===== src/rtl/nsc_pkg.sv =====
// Shared widths, codes, states and control types of the nearest seed classifier.
`default_nettype none

package nsc_pkg;

  localparam int MODE_W       = 1;
  localparam int SEED_INDEX_W = 6;
  localparam int POS_W        = 10;
  localparam int LABEL_W      = 3;
  localparam int DIST_W       = 21;
  localparam int COUNT_W      = 7;
  // Widest coordinate the design supports; inputs are extended to this first.
  localparam int COORD_EXT_W  = 16;

  localparam logic [DIST_W-1:0] DIST_MAX = {DIST_W{1'b1}};

  localparam logic [MODE_W-1:0] MODE_WRITE = 1'b0;
  localparam logic [MODE_W-1:0] MODE_QUERY = 1'b1;

  typedef enum logic [1:0] {
    ST_IDLE,
    ST_SCAN,
    ST_DRAIN
  } nsc_state_e;

  typedef struct packed {
    logic start;     // latch query point, reset running best
    logic wr_en;     // store the seed carried by the accepted transaction
    logic issue;     // read one table entry into the distance pipeline
    logic load_out;  // copy the running best into the result register
  } nsc_cmd_t;

endpackage : nsc_pkg

`default_nettype wire


===== src/rtl/nsc_item_if.sv =====
// Input channel interface: seed writes and grid point queries.
`default_nettype none

interface nsc_item_if
  import nsc_pkg::*;
();
  logic                    valid;
  logic                    ready;
  logic [MODE_W-1:0]       mode;
  logic [SEED_INDEX_W-1:0] seed_index;
  logic [POS_W-1:0]        pos_x;
  logic [POS_W-1:0]        pos_y;
  logic [LABEL_W-1:0]      seed_label;

  modport source (output valid, mode, seed_index, pos_x, pos_y, seed_label, input ready);
  modport sink   (input valid, mode, seed_index, pos_x, pos_y, seed_label, output ready);
endinterface : nsc_item_if

`default_nettype wire


===== src/rtl/nsc_result_if.sv =====
// Result channel interface: nearest seed label, index and squared distance.
`default_nettype none

interface nsc_result_if
  import nsc_pkg::*;
();
  logic                    valid;
  logic                    ready;
  logic [LABEL_W-1:0]      nearest_label;
  logic [SEED_INDEX_W-1:0] nearest_index;
  logic [DIST_W-1:0]       nearest_dist_sq;

  modport source (output valid, nearest_label, nearest_index, nearest_dist_sq, input ready);
  modport sink   (input valid, nearest_label, nearest_index, nearest_dist_sq, output ready);
endinterface : nsc_result_if

`default_nettype wire


===== src/rtl/nsc_ram.sv =====
// Generic single-write, single-read RAM with registered read data.
`default_nettype none

module nsc_ram #(
  parameter int WIDTH = 23,
  parameter int DEPTH = 64
) (
  input  wire logic                                  clk_i,
  input  wire logic                                  we_i,
  input  wire logic [(DEPTH > 1 ? $clog2(DEPTH) : 1)-1:0] waddr_i,
  input  wire logic [WIDTH-1:0]                      wdata_i,
  input  wire logic                                  re_i,
  input  wire logic [(DEPTH > 1 ? $clog2(DEPTH) : 1)-1:0] raddr_i,
  output logic      [WIDTH-1:0]                      rdata_o
);

  logic [WIDTH-1:0] mem_q [DEPTH];
  logic [WIDTH-1:0] rdata_q;

  always_ff @(posedge clk_i) begin
    if (we_i) begin
      mem_q[waddr_i] <= wdata_i;
    end
    if (re_i) begin
      rdata_q <= mem_q[raddr_i];
    end
  end

  assign rdata_o = rdata_q;

endmodule : nsc_ram

`default_nettype wire


===== src/rtl/nsc_ctrl.sv =====
// Controller: handshakes, seed count register, scan sequencing and result valid.
`default_nettype none

module nsc_ctrl
  import nsc_pkg::*;
#(
  parameter int MAX_SEEDS = 64
) (
  input  wire logic                 clk_i,
  input  wire logic                 rst_ni,
  input  wire logic                 in_valid_i,
  input  wire logic [MODE_W-1:0]    in_mode_i,
  output logic                      in_ready_o,
  output logic                      out_valid_o,
  input  wire logic                 out_ready_i,
  input  wire logic                 cfg_we_i,
  input  wire logic [COUNT_W-1:0]   cfg_wdata_i,
  input  wire logic                 pipe_busy_i,
  output nsc_cmd_t                  cmd_o,
  output logic [(MAX_SEEDS > 1 ? $clog2(MAX_SEEDS) : 1)-1:0] issue_addr_o
);

  localparam int IdxW = (MAX_SEEDS > 1) ? $clog2(MAX_SEEDS) : 1;
  localparam int CntW = $clog2(MAX_SEEDS + 1);
  localparam int CmpW = (COUNT_W > CntW) ? COUNT_W : CntW;

  nsc_state_e         state_q, state_d;
  logic [COUNT_W-1:0] seed_count_q;
  logic [CntW-1:0]    cnt_q, cnt_d;
  logic               out_valid_q, out_valid_d;
  logic [CmpW-1:0]    count_ext;
  logic [CmpW-1:0]    n_ext;
  logic [CntW-1:0]    n;
  logic [CntW-1:0]    cnt_inc;
  logic               in_fire;
  logic               out_free;

  // Clamp the programmed count into 1 .. MAX_SEEDS.
  always_comb begin
    count_ext = CmpW'(seed_count_q);
    if (count_ext == '0) begin
      n_ext = CmpW'(1);
    end else if (count_ext > CmpW'(MAX_SEEDS)) begin
      n_ext = CmpW'(MAX_SEEDS);
    end else begin
      n_ext = count_ext;
    end
  end

  assign n        = n_ext[CntW-1:0];
  assign cnt_inc  = cnt_q + CntW'(1);
  assign in_fire  = in_valid_i && in_ready_o;
  assign out_free = !out_valid_q || out_ready_i;

  always_ff @(posedge clk_i or negedge rst_ni) begin
    if (!rst_ni) begin
      state_q      <= ST_IDLE;
      seed_count_q <= COUNT_W'(1);
      cnt_q        <= '0;
      out_valid_q  <= 1'b0;
    end else begin
      state_q     <= state_d;
      cnt_q       <= cnt_d;
      out_valid_q <= out_valid_d;
      if (cfg_we_i) begin
        seed_count_q <= cfg_wdata_i;
      end
    end
  end

  always_comb begin
    state_d     = state_q;
    cnt_d       = cnt_q;
    cmd_o       = '0;
    in_ready_o  = 1'b0;
    out_valid_d = out_valid_q && !out_ready_i;
    unique case (state_q)
      ST_IDLE: begin
        in_ready_o = 1'b1;
        if (in_valid_i) begin
          if (in_mode_i == MODE_QUERY) begin
            cmd_o.start = 1'b1;
            cnt_d       = '0;
            state_d     = ST_SCAN;
          end else begin
            cmd_o.wr_en = 1'b1;
          end
        end
      end
      ST_SCAN: begin
        cmd_o.issue = 1'b1;
        cnt_d       = cnt_inc;
        if (cnt_inc == n) begin
          state_d = ST_DRAIN;
        end
      end
      ST_DRAIN: begin
        // Hold the best until the pipeline is empty and the result slot frees up.
        if (!pipe_busy_i && out_free) begin
          cmd_o.load_out = 1'b1;
          out_valid_d    = 1'b1;
          state_d        = ST_IDLE;
        end
      end
      default: begin
        state_d = ST_IDLE;
      end
    endcase
  end

  assign issue_addr_o = cnt_q[IdxW-1:0];
  assign out_valid_o  = out_valid_q;

`ifndef SYNTHESIS
  a_load_after_drain: assert property (@(posedge clk_i) disable iff (!rst_ni)
    cmd_o.load_out |-> !pipe_busy_i)
    else $error("result loaded while distance pipeline still busy");

  a_accept_quiet: assert property (@(posedge clk_i) disable iff (!rst_ni)
    in_fire |-> !pipe_busy_i)
    else $error("transaction accepted while a scan is in flight");

  a_issue_bound: assert property (@(posedge clk_i) disable iff (!rst_ni)
    cmd_o.issue |-> (cnt_q < n))
    else $error("table read issued beyond the active seed count");

  a_valid_from_drain: assert property (@(posedge clk_i) disable iff (!rst_ni)
    $rose(out_valid_q) |-> $past(state_q == ST_DRAIN))
    else $error("result valid raised outside the drain step");
`endif

endmodule : nsc_ctrl

`default_nettype wire


===== src/rtl/nsc_dp.sv =====
// Datapath: seed table, distance pipeline, running minimum and result register.
`default_nettype none

module nsc_dp
  import nsc_pkg::*;
#(
  parameter int MAX_SEEDS  = 64,
  parameter int COORD_BITS = 10
) (
  input  wire logic                    clk_i,
  input  wire logic                    rst_ni,
  input  wire nsc_cmd_t                cmd_i,
  input  wire logic [(MAX_SEEDS > 1 ? $clog2(MAX_SEEDS) : 1)-1:0] issue_addr_i,
  input  wire logic [SEED_INDEX_W-1:0] seed_index_i,
  input  wire logic [POS_W-1:0]        pos_x_i,
  input  wire logic [POS_W-1:0]        pos_y_i,
  input  wire logic [LABEL_W-1:0]      seed_label_i,
  output logic                         pipe_busy_o,
  output logic [LABEL_W-1:0]           nearest_label_o,
  output logic [SEED_INDEX_W-1:0]      nearest_index_o,
  output logic [DIST_W-1:0]            nearest_dist_sq_o
);

  localparam int IdxW   = (MAX_SEEDS > 1) ? $clog2(MAX_SEEDS) : 1;
  localparam int CntW   = $clog2(MAX_SEEDS + 1);
  localparam int RangeW = (SEED_INDEX_W > CntW) ? SEED_INDEX_W : CntW;
  localparam int WordW  = 2 * COORD_BITS + LABEL_W;
  localparam int SqW    = 2 * COORD_BITS;
  localparam int SumW   = SqW + 1;
  localparam int SatW   = (SumW > DIST_W) ? SumW : DIST_W;

  logic [COORD_EXT_W-1:0] pos_x_ext, pos_y_ext;
  logic [COORD_BITS-1:0]  px, py;
  logic [RangeW-1:0]      widx;
  logic                   wr_ok;
  logic [WordW-1:0]       wdata, rdata;

  logic [COORD_BITS-1:0]  qx_q, qy_q;
  logic                   v1_q, v2_q, first_q;
  logic [IdxW-1:0]        idx1_q, idx2_q, best_i_q;
  logic [LABEL_W-1:0]     lab2_q, best_lab_q;
  logic [SqW-1:0]         sqx_q, sqy_q;
  logic [SumW-1:0]        best_d_q;

  logic [COORD_BITS-1:0]  rx, ry, dx, dy;
  logic [LABEL_W-1:0]     rlab;
  logic [SumW-1:0]        sum;
  logic                   take;

  logic [RangeW-1:0]      best_i_ext;
  logic [SatW-1:0]        best_d_ext;
  logic [LABEL_W-1:0]     res_label_q;
  logic [SEED_INDEX_W-1:0] res_index_q;
  logic [DIST_W-1:0]      res_dist_q;

  // Mask or extend the coordinates to the configured width.
  assign pos_x_ext = COORD_EXT_W'(pos_x_i);
  assign pos_y_ext = COORD_EXT_W'(pos_y_i);
  assign px        = pos_x_ext[COORD_BITS-1:0];
  assign py        = pos_y_ext[COORD_BITS-1:0];

  // Drop writes aimed past the end of the table.
  assign widx  = RangeW'(seed_index_i);
  assign wr_ok = cmd_i.wr_en && (widx < RangeW'(MAX_SEEDS));
  assign wdata = {seed_label_i, py, px};

  nsc_ram #(
    .WIDTH (WordW),
    .DEPTH (MAX_SEEDS)
  ) u_seed_ram (
    .clk_i   (clk_i),
    .we_i    (wr_ok),
    .waddr_i (widx[IdxW-1:0]),
    .wdata_i (wdata),
    .re_i    (cmd_i.issue),
    .raddr_i (issue_addr_i),
    .rdata_o (rdata)
  );

  assign rx   = rdata[COORD_BITS-1:0];
  assign ry   = rdata[2*COORD_BITS-1:COORD_BITS];
  assign rlab = rdata[WordW-1:2*COORD_BITS];
  assign dx   = (rx > qx_q) ? (rx - qx_q) : (qx_q - rx);
  assign dy   = (ry > qy_q) ? (ry - qy_q) : (qy_q - ry);

  assign sum  = SumW'(sqx_q) + SumW'(sqy_q);
  // Strict compare: on a tie the earlier (lower) index stays.
  assign take = v2_q && (first_q || (sum < best_d_q));

  always_ff @(posedge clk_i or negedge rst_ni) begin
    if (!rst_ni) begin
      v1_q    <= 1'b0;
      v2_q    <= 1'b0;
      first_q <= 1'b0;
    end else begin
      v1_q <= cmd_i.issue;
      v2_q <= v1_q;
      if (cmd_i.start) begin
        first_q <= 1'b1;
      end else if (take) begin
        first_q <= 1'b0;
      end
    end
  end

  always_ff @(posedge clk_i) begin
    if (cmd_i.start) begin
      qx_q <= px;
      qy_q <= py;
    end
    idx1_q <= issue_addr_i;
    idx2_q <= idx1_q;
    lab2_q <= rlab;
    sqx_q  <= SqW'(dx) * SqW'(dx);
    sqy_q  <= SqW'(dy) * SqW'(dy);
    if (take) begin
      best_d_q   <= sum;
      best_i_q   <= idx2_q;
      best_lab_q <= lab2_q;
    end
    if (cmd_i.load_out) begin
      res_label_q <= best_lab_q;
      res_index_q <= best_i_ext[SEED_INDEX_W-1:0];
      res_dist_q  <= (best_d_ext > SatW'(DIST_MAX)) ? DIST_MAX : best_d_ext[DIST_W-1:0];
    end
  end

  assign best_i_ext = RangeW'(best_i_q);
  assign best_d_ext = SatW'(best_d_q);

  assign pipe_busy_o       = v1_q || v2_q;
  assign nearest_label_o   = res_label_q;
  assign nearest_index_o   = res_index_q;
  assign nearest_dist_sq_o = res_dist_q;

endmodule : nsc_dp

`default_nettype wire


===== src/rtl/nearest_seed_classifier_core.sv =====
// Top level of the nearest seed classifier: controller plus datapath.
// Queries: a query scans n table entries, n being seed_count clamped into
//   1..MAX_SEEDS; a new query is taken only after the last result is loaded.
// Flow: the single table read port feeds one distance unit one seed per cycle;
//   writes go one per cycle while no query is in flight.
// Reset: asynchronous, active low; clears control state and sets seed_count to
//   1. The seed table is not cleared: scan only entries that have been written.
`default_nettype none

module nearest_seed_classifier_core
  import nsc_pkg::*;
#(
  parameter int MAX_SEEDS  = 64,
  parameter int COORD_BITS = 10
) (
  input  wire logic               clk_i,
  input  wire logic               rst_ni,
  nsc_item_if.sink                item_i,
  nsc_result_if.source            result_o,
  input  wire logic               cfg_we_i,
  input  wire logic [COUNT_W-1:0] cfg_wdata_i
);

  localparam int IdxW = (MAX_SEEDS > 1) ? $clog2(MAX_SEEDS) : 1;

  // Command and status between the controller and the datapath.
  nsc_cmd_t        cmd;
  logic [IdxW-1:0] issue_addr;
  logic            pipe_busy;

  // The controller owns both handshakes: it takes a transaction only between
  // scans, walks the table one entry per cycle, then waits for the pipeline
  // to drain and for the result register to be free before loading it. A
  // waiting result does not block the next transaction.
  nsc_ctrl #(
    .MAX_SEEDS (MAX_SEEDS)
  ) u_ctrl (
    .clk_i        (clk_i),
    .rst_ni       (rst_ni),
    .in_valid_i   (item_i.valid),
    .in_mode_i    (item_i.mode),
    .in_ready_o   (item_i.ready),
    .out_valid_o  (result_o.valid),
    .out_ready_i  (result_o.ready),
    .cfg_we_i     (cfg_we_i),
    .cfg_wdata_i  (cfg_wdata_i),
    .pipe_busy_i  (pipe_busy),
    .cmd_o        (cmd),
    .issue_addr_o (issue_addr)
  );

  // The datapath holds the seed table RAM, a three-step distance pipeline
  // (read, square, add and compare) and the result register.
  nsc_dp #(
    .MAX_SEEDS  (MAX_SEEDS),
    .COORD_BITS (COORD_BITS)
  ) u_dp (
    .clk_i             (clk_i),
    .rst_ni            (rst_ni),
    .cmd_i             (cmd),
    .issue_addr_i      (issue_addr),
    .seed_index_i      (item_i.seed_index),
    .pos_x_i           (item_i.pos_x),
    .pos_y_i           (item_i.pos_y),
    .seed_label_i      (item_i.seed_label),
    .pipe_busy_o       (pipe_busy),
    .nearest_label_o   (result_o.nearest_label),
    .nearest_index_o   (result_o.nearest_index),
    .nearest_dist_sq_o (result_o.nearest_dist_sq)
  );

endmodule : nearest_seed_classifier_core

`default_nettype wire

===== src/flat_wrapper.sv =====
// flat-port wrapper written by rule: the top's interface ports become plain ports
module nearest_seed_classifier_core_flat import nsc_pkg::*;
#(
  parameter int MAX_SEEDS  = 64,
  parameter int COORD_BITS = 10
)
  (clk_i, rst_ni, cfg_we_i, cfg_wdata_i, item_i_valid, item_i_mode, item_i_seed_index, item_i_pos_x, item_i_pos_y, item_i_seed_label, item_i_ready, result_o_valid, result_o_nearest_label, result_o_nearest_index, result_o_nearest_dist_sq, result_o_ready);
  nsc_item_if item_i_i ();
  nsc_result_if result_o_i ();
  input  wire logic clk_i;
  input  wire logic rst_ni;
  input  wire logic cfg_we_i;
  input  wire logic [COUNT_W-1:0] cfg_wdata_i;
  input wire logic [$bits(item_i_i.valid)-1:0] item_i_valid;
  input wire logic [$bits(item_i_i.mode)-1:0] item_i_mode;
  input wire logic [$bits(item_i_i.seed_index)-1:0] item_i_seed_index;
  input wire logic [$bits(item_i_i.pos_x)-1:0] item_i_pos_x;
  input wire logic [$bits(item_i_i.pos_y)-1:0] item_i_pos_y;
  input wire logic [$bits(item_i_i.seed_label)-1:0] item_i_seed_label;
  output wire logic [$bits(item_i_i.ready)-1:0] item_i_ready;
  output wire logic [$bits(result_o_i.valid)-1:0] result_o_valid;
  output wire logic [$bits(result_o_i.nearest_label)-1:0] result_o_nearest_label;
  output wire logic [$bits(result_o_i.nearest_index)-1:0] result_o_nearest_index;
  output wire logic [$bits(result_o_i.nearest_dist_sq)-1:0] result_o_nearest_dist_sq;
  input wire logic [$bits(result_o_i.ready)-1:0] result_o_ready;
  assign item_i_i.valid = item_i_valid;
  assign item_i_i.mode = item_i_mode;
  assign item_i_i.seed_index = item_i_seed_index;
  assign item_i_i.pos_x = item_i_pos_x;
  assign item_i_i.pos_y = item_i_pos_y;
  assign item_i_i.seed_label = item_i_seed_label;
  assign item_i_ready = item_i_i.ready;
  assign result_o_valid = result_o_i.valid;
  assign result_o_nearest_label = result_o_i.nearest_label;
  assign result_o_nearest_index = result_o_i.nearest_index;
  assign result_o_nearest_dist_sq = result_o_i.nearest_dist_sq;
  assign result_o_i.ready = result_o_ready;
  nearest_seed_classifier_core #(.MAX_SEEDS(MAX_SEEDS), .COORD_BITS(COORD_BITS)) u_core (.clk_i(clk_i), .rst_ni(rst_ni), .item_i(item_i_i), .result_o(result_o_i), .cfg_we_i(cfg_we_i), .cfg_wdata_i(cfg_wdata_i));
endmodule

===== config.mk =====
export PLATFORM = sky130hd
export DESIGN_NAME = nearest_seed_classifier_core_flat
export DESIGN_NICKNAME = d
export VERILOG_FILES = /design/src/rtl/nsc_pkg.sv /design/src/rtl/nsc_item_if.sv /design/src/rtl/nsc_result_if.sv /design/src/rtl/nsc_ram.sv /design/src/rtl/nsc_ctrl.sv /design/src/rtl/nsc_dp.sv /design/src/rtl/nearest_seed_classifier_core.sv /design/src/flat_wrapper.sv
export SDC_FILE = /design/constraint.sdc
export NUM_CORES = 2
export LEC_CHECK = 0
export BUFFER_PORTS_ARGS = -buffer_cell sky130_fd_sc_hd__buf_2
export CAP_MARGIN = 20
export CELL_PAD_IN_SITES_DETAIL_PLACEMENT = 2
export CELL_PAD_IN_SITES_GLOBAL_PLACEMENT = 2
export CORE_UTILIZATION = 35
export DETAILED_ROUTE_END_ITERATION = 10
export PLACE_DENSITY = 0.56
export SYNTH_ARGS = -nofsm -noshare
export SYNTH_HDL_FRONTEND = slang
export SYNTH_SLANG_ARGS = --single-unit

===== constraint.sdc =====
create_clock -name clk_i -period 8.9 [get_ports clk_i]
set_input_delay 0.89 -clock clk_i [delete_from_list [all_inputs] [get_ports clk_i]]
set_output_delay 0.89 -clock clk_i [all_outputs]
set_load 0.01 [all_outputs]

* Yosys cells after proc, flatten, opt, wreduce, memory -nomap -nowiden
Memories as Yosys holds them, arrays and structs flattened. A register that Yosys moved wholly into a read port is not among the register bits.
Cells that the tools add are included.
** Storage, ports and cells
- Flip-flop bits (word level) :: 155
- RAM bits :: 1472
- Bits of input ports :: 42
- Output and inout port bits :: 32
- Word-level logic and storage cells :: 84
- Memories kept :: 1
** Memory list
- u_core.u_dp.u_seed_ram.mem_q :: words 64, bits a word 23, rd ports 1, clocked after Yosys merged registers in 1, write ports 1, line nsc_ram.sv:17 : logic [WIDTH-1:0] mem_q [DEPTH];
** Operators by class
- $add $sub $neg :: 6
- $mul :: 2
- Order comparisons :: 6
- Eq/ne operators :: 7
- Mux-type cells :: 26
- Reduce and logical (&&, ||, !) cells :: 16
** Operators by type and width (count)
- 10-bit by 10-bit multiplier with 20-bit output :: 2
- 10-bit subtractor :: 4
- 7-bit 2-to-1 mux :: 4
- 20-bit by 20-bit adder with 21-bit output :: 1
- 21-bit greater-than comparator (second input constant) :: 1
- 21-bit < comparator :: 1
- 10-bit greater-than comparator :: 2
- 10-bit 2-to-1 mux :: 2
- 7-bit one-hot mux with 2 select lines :: 1
- 1-bit 2-to-1 mux :: 12
- 2-bit 2-to-1 mux :: 6
- 2-bit != test (second input constant) :: 4
- 7-bit by 1-bit adder with 7-bit output (second input constant) :: 1
- 7-bit == test :: 1
- 7-bit greater-than comparator (second input constant) :: 1
- 7-bit logical NOT :: 1
- 6-bit by 7-bit < comparator with 1-bit output (second input constant) :: 1
- 2-bit one-hot mux with 3 select lines :: 1
- 1-bit logical AND :: 4
- 4-bit AND reduction :: 1
- 2-bit nonzero test :: 2
- 1-bit logical NOT :: 3
- 1-bit logical OR :: 3
- 3-bit AND reduction :: 1
- other kinds (3) :: 3

* Logic depth before layout (Yosys ltp)
- Depth in word-level cells :: 6
- Depth in mapped cells :: 33
- Mapped depth without buffers :: 32

* Cells and area by module
From an unflattened synthesis, not the netlist that was laid out.
** Unflattened totals
- Cell total of the unflattened synthesis :: 3780
- Area, all modules :: 70116.0 µm²
** By module, submodules not included
- nsc_ram :: times used 1, cells an instance 2446, area an instance 56950.9 µm², seq. area each 44893.1 µm²
- nsc_dp :: times used 1, cells an instance 1228, area an instance 12102.9 µm², seq. area each 3538.4 µm²
- nsc_ctrl :: times used 1, cells an instance 106, area an instance 1062.3 µm², seq. area each 426.7 µm²

* Worst setup path before layout
OpenSTA, ideal clock, no wires.
- Path type :: flip-flop to flip-flop
- Start point :: register u_core.u_dp.u_seed_ram.rdata_q[0], in the netlist u_core.u_dp.u_seed_ram.rdata_o[0], read port of u_core.u_dp.u_seed_ram.mem_q
- End point :: register u_core.u_dp.sqx_q[19]
- Library setup time :: 0.122 ns
- Arrival time :: 7.012 ns
- Required time :: 8.778 ns
- Slack :: 1.766 ns
- Cell stages (with the launch flop) :: 29
- Path buffers :: 2
- Period minus slack after synthesis :: 7.134 ns
- Path through :: edfxtp_1 -> inv_1 -> ha_1 -> inv_1 -> fa_1 -> a21o_1 -> a221o_1 -> o211ai_4 -> buf_2 -> mux2i_1 -> xor2_1 -> clkbuf_1 -> or2_2 -> fa_1 -> inv_1 -> ha_1 -> inv_1 -> fa_1 -> inv_1 -> fa_1 -> fa_1 -> ha_1 -> and3_1 -> a211oi_4 -> nor3_1 -> or4_1 -> a21oi_2 -> a21oi_1 -> xor2_1
** Between the ends
- Cells in the longest elaborated chain, start to end :: 3
- Elaborated cells on any way between the ends :: 5
- Those cells by class :: add/sub: 2; mul: 1; order compare: 1; mux: 1
** RTL lines
- start: declaration :: line nsc_ram.sv:18 : logic [WIDTH-1:0] rdata_q;
- 10-bit subtractor or 10-bit greater-than comparator (tied branches) :: line nsc_dp.sv:83 : assign dx = (rx > qx_q) ? (rx - qx_q) : (qx_q - rx);
- 10-bit 2-to-1 mux (*) :: line nsc_dp.sv:83
- 10-bit by 10-bit multiplier with 20-bit output (*) :: line nsc_dp.sv:114 : sqx_q <= SqW'(dx) * SqW'(dx);
- end signal: assignment :: line nsc_dp.sv:114
- end: declaration :: line nsc_dp.sv:42 : logic [SqW-1:0] sqx_q, sqy_q;
Mark *: on every way between the ends. The rest lies on a longest branch, timed or not.
A chain may end at the register's enable or synchronous reset.

* Worst setup path in the final report
- Start point :: register u_core.u_dp.u_seed_ram.rdata_q[0], in the netlist u_core.u_dp.u_seed_ram.rdata_o[0], read port of u_core.u_dp.u_seed_ram.mem_q
- End point :: register u_core.u_dp.sqx_q[18]
Same word-level chain as after synthesis.

==> results.py <==
metrics = {
    "outcome": {
        "status": "complete, no violations",
    },
    "floorplan": {
        "core_area_um2": 196000,
        "ios": 74,
        "die_y_um": 447,
        "start_util": 0.354,
        "die_w_um": 447,
        "rows": 162,
        "die-area_um2": 200000,
    },
    "sta": {
        "setup_violations": 0,
        "fin_crit_ps": 8270,
        "slew_headroom": 0.291,
        "worst_pin_slew_ps": 1060,
        "rsz0062_at_grt": "false",
        "drv_slew": 0,
        "finalHoldViolCount": 0,
        "skew_ps": 42.8,
        "max_clock_freq_ghz": 0.121,
        "setup_tns_ps": 0,
        "worst_hold_slack_ps": 61.6,
        "timing.final.crit_share": 0.929,
    },
    "route": {
        "highest_layer": "met4",
        "routed_wl_mm": 195,
        "vias": 33700,
        "wl_per_cell_um": 30.3,
        "drt.antenna.violating_nets": 0,
        "drc_errors": 0,
        "drt_iter0_drc": 2647,
        "drt-pass1-iter-count": 5,
        "dr_wl_met2_mm": 101,
        "m1WireLength_mm": 80.5,
        "vias_per_cell": 5.24,
        "dr_wl_met3_mm": 8.77,
    },
    "layout": {
        "area_growth_pct": 14.9,
        "fin_cells": 6431,
        "drive_gt1_frac": 0.274,
        "fin_nets": 3963,
    },
    "yosys": {
        "avgSynthCellArea_um2": 20.2,
        "ys_ff_latch": 1648,
        "yosysSeqAreaShare": 0.706,
        "synthesis.nets": 3749,
        "syn-instance-count": 3429,
        "synth_edf_count": 1575,
        "async_reset_ff_frac": 0.0121,
        "synth_ff_type": "edfxtp_1",
        "synth.distinct_cells": 68,
        "yosysWarnings": 0,
        "synth.cell_area_um2": 69200,
    },
    "clock_tree": {
        "max-clock-path-buffers": 3,
        "ctsResizeCount": 0,
        "cts_max_level": 4,
        "cts_hold_buf": 0,
        "cts_buffers": 180,
        "cts_tree": "built",
        "cts_sinks": 1648,
        "clock-root-buffer": "clkbuf_16",
        "clkLatencyLatePin_ps": 820,
        "clk_pin_slew_worst_paths_ps": 60,
        "post_cts_buffers": 0,
    },
    "critical_path": {
        "crit_cells": 26,
        "r2r_setup_slack_ps": 630,
        "cpPeakStageDelay_ps": 790,
        "crit_slowest_cell": "xnor2_1",
        "cp-start-kind": "flip-flop",
        "cp-endpoint": "u_core.u_dp.sqx_q[18]",
        "rr_endpoint": "u_core.u_dp.sqx_q[18]",
        "timing.rr.start": "u_core.u_dp.u_seed_ram.rdata_o[0]",
        "critPathLaunch": "u_core.u_dp.u_seed_ram.rdata_o[0]",
        "reg2regPathDepth": 26,
        "cpMostUsedCell": "fa_1",
        "crit_buf_inv": 2,
        "path_max_fanout": 16,
        "end_kind": "flip-flop",
        "critical_path_class": "reg -> reg",
        "critPathRequiredTime_ps": 9620,
        "cp_top_family": "adder cells",
        "critical_path_arrival_ps": 8990,
    },
    "hold_path": {
        "hold_class": "in -> async",
    },
    "placed_design": {
        "io_buffer_count": 73,
        "place.gp.congestion": 0.757,
        "dp_hpwl_mm": 114,
        "post-place-cells": 6081,
    },
    "grt": {
        "grt_pass1_vias": 37800,
        "grt_max_degree": 144,
        "antenna_found_initial": 20,
        "grt_usage": 0.198,
        "grt_overflow": 0,
        "grt_pass1_wl_mm": 279,
    },
    "flow_run": {
        "maxCapViolCount": 0,
    },
}
[cells in the final DEF (no fill, tap or decap), types with 14 or more instances in the layout]
| cell type | Yosys | routed |
|---|---|---|
| a21o_1 | 27 | 27 |
| buf_4 | 0 | 104 |
| o21ai_0 | 41 | 41 |
| xnor2_1 | 55 | 55 |
| ha_1 | 179 | 179 |
| dfxtp_1 | 53 | 53 |
| nor2_2 | 0 | 64 |
| buf_2 | 6 | 73 |
| nand3_1 | 14 | 14 |
| clkbuf_16 | 0 | 186 |
| inv_1 | 205 | 205 |
| fa_1 | 99 | 99 |
| clkbuf_1 | 102 | 38 |
| xor2_1 | 24 | 24 |
| nor2_1 | 187 | 122 |
| nand2_1 | 57 | 57 |
| bufinv_16 | 0 | 20 |
| edfxtp_1 | 1575 | 1575 |
| clkinv_2 | 0 | 33 |
| mux4_2 | 483 | 483 |
| a21oi_1 | 50 | 49 |
| nand2b_1 | 19 | 19 |
| nor3_1 | 25 | 25 |
| clkinv_1 | 0 | 37 |
[sequential cells by signal, summed over array words and instances, names as in the netlist, 6 cells and up]
name,cells
u_core.u_dp.u_seed_ram.mem_q,1472
u_core.u_dp.u_seed_ram.rdata_o,23
u_core.u_dp.nearest_index_o,6
u_core.u_dp.idx2_q,6
u_core.u_dp.sqy_q,19
u_core.u_dp.idx1_q,6
u_core.u_dp.qy_q,10
u_core.u_dp.qx_q,10
u_core.u_dp.nearest_dist_sq_o,21
u_core.u_ctrl.count_ext,7
u_core.u_ctrl.cnt_q,7
u_core.u_dp.sqx_q,19
u_core.u_dp.best_d_ext,21
u_core.u_dp.best_i_q,6
[routing by layer]
metal | global-route usage | vias up
li1 | - | 14200
met1 | 0.253 | 18500
met2 | 0.352 | 814
met3 | 0.0288 | 244
met4 | 0.0453 | 0
met5 | 0 | -
[per-stage QoR]
step                      setup WS [ps]  area (um2)   util
after floorplan                    1770       69200      -
after global placement              888       73300  0.375
after detailed placement            598       73400  0.375
after CTS                           544       79400  0.406
after global routing               54.8       79500  0.406
final                               633       79500  0.406
[worst min-delay path by stage]
stage | startpoint | cells past startpoint | slack [ps] | endpoint
finish | rst_ni | 1 | 60 | u_core.u_ctrl.count_ext[2]
global route | rst_ni | 1 | 50 | u_core.u_ctrl.count_ext[2]
CTS | rst_ni | 1 | 0.02 | u_core.u_ctrl.count_ext[2]
detailed placement | u_core.u_dp.idx1_q[3] | 0 | 310 | u_core.u_dp.idx2_q[3]
global placement | u_core.u_dp.idx1_q[1] | 0 | 310 | u_core.u_dp.idx2_q[1]
floorplan | u_core.u_dp.idx1_q[0] | 0 | 310 | u_core.u_dp.idx2_q[0]
[kinds of logic (layout without fill, tap and decap cells)]
logic type / after synthesis / after routing / synth area share
mux: 510 / 510 / 0.161
flops: 1648 / 1648 / 0.706
buf+inv: 360 / 728 / 0.0196
compound gates: 190 / 190 / 0.0182
fa+ha+maj: 278 / 278 / 0.0610
xor+xnor: 79 / 79 / 0.0100
other cells: 0 / 10 / 0
simple gates: 364 / 364 / 0.0238
[cells in the mapped netlist, types with 6 or more instances]
cell type     n  area share
o21a_1        9     0.00098
nor2b_1      13      0.0012
ha_1        179       0.032
buf_1        47      0.0025
a21o_1       27      0.0029
mux2_2       13      0.0021
mux4_2      483        0.16
clkbuf_1    102      0.0055
nor3_1       25      0.0018
nor2_1      187       0.010
buf_2         6     0.00043
nand2b_1     19      0.0017
nand4_1       8     0.00072
o21bai_1      9     0.00098
inv_1       205       0.011
edfxtp_1   1575        0.68
nand3_1      14      0.0010
a31oi_1       6     0.00054
nand2_1      57      0.0031
xor2_1       24      0.0030
mux2i_1      13      0.0019
a21oi_1      50      0.0036
fa_1         99       0.029
or2_2        13      0.0012
dfxtp_1      53       0.015
a211oi_1      7     0.00076
o21ai_0      41      0.0030
dfrtp_1      19      0.0069
and2_1        6     0.00054
xnor2_1      55      0.0070
[cell type report]
type                       count  area [um2]
clock inverter               109        1190
tap                         2624        3280
multi-input combinational   1421       19200
timing repair buffer         187        1350
inverter                     205         769
sequential                  1648       48900
antenna                       10        25.0
fill                       18200      116000
clock buffer                 227        4840
Power is not shown: default switching activity piles up to over one toggle a cycle in this logic, so the estimate is an artifact.
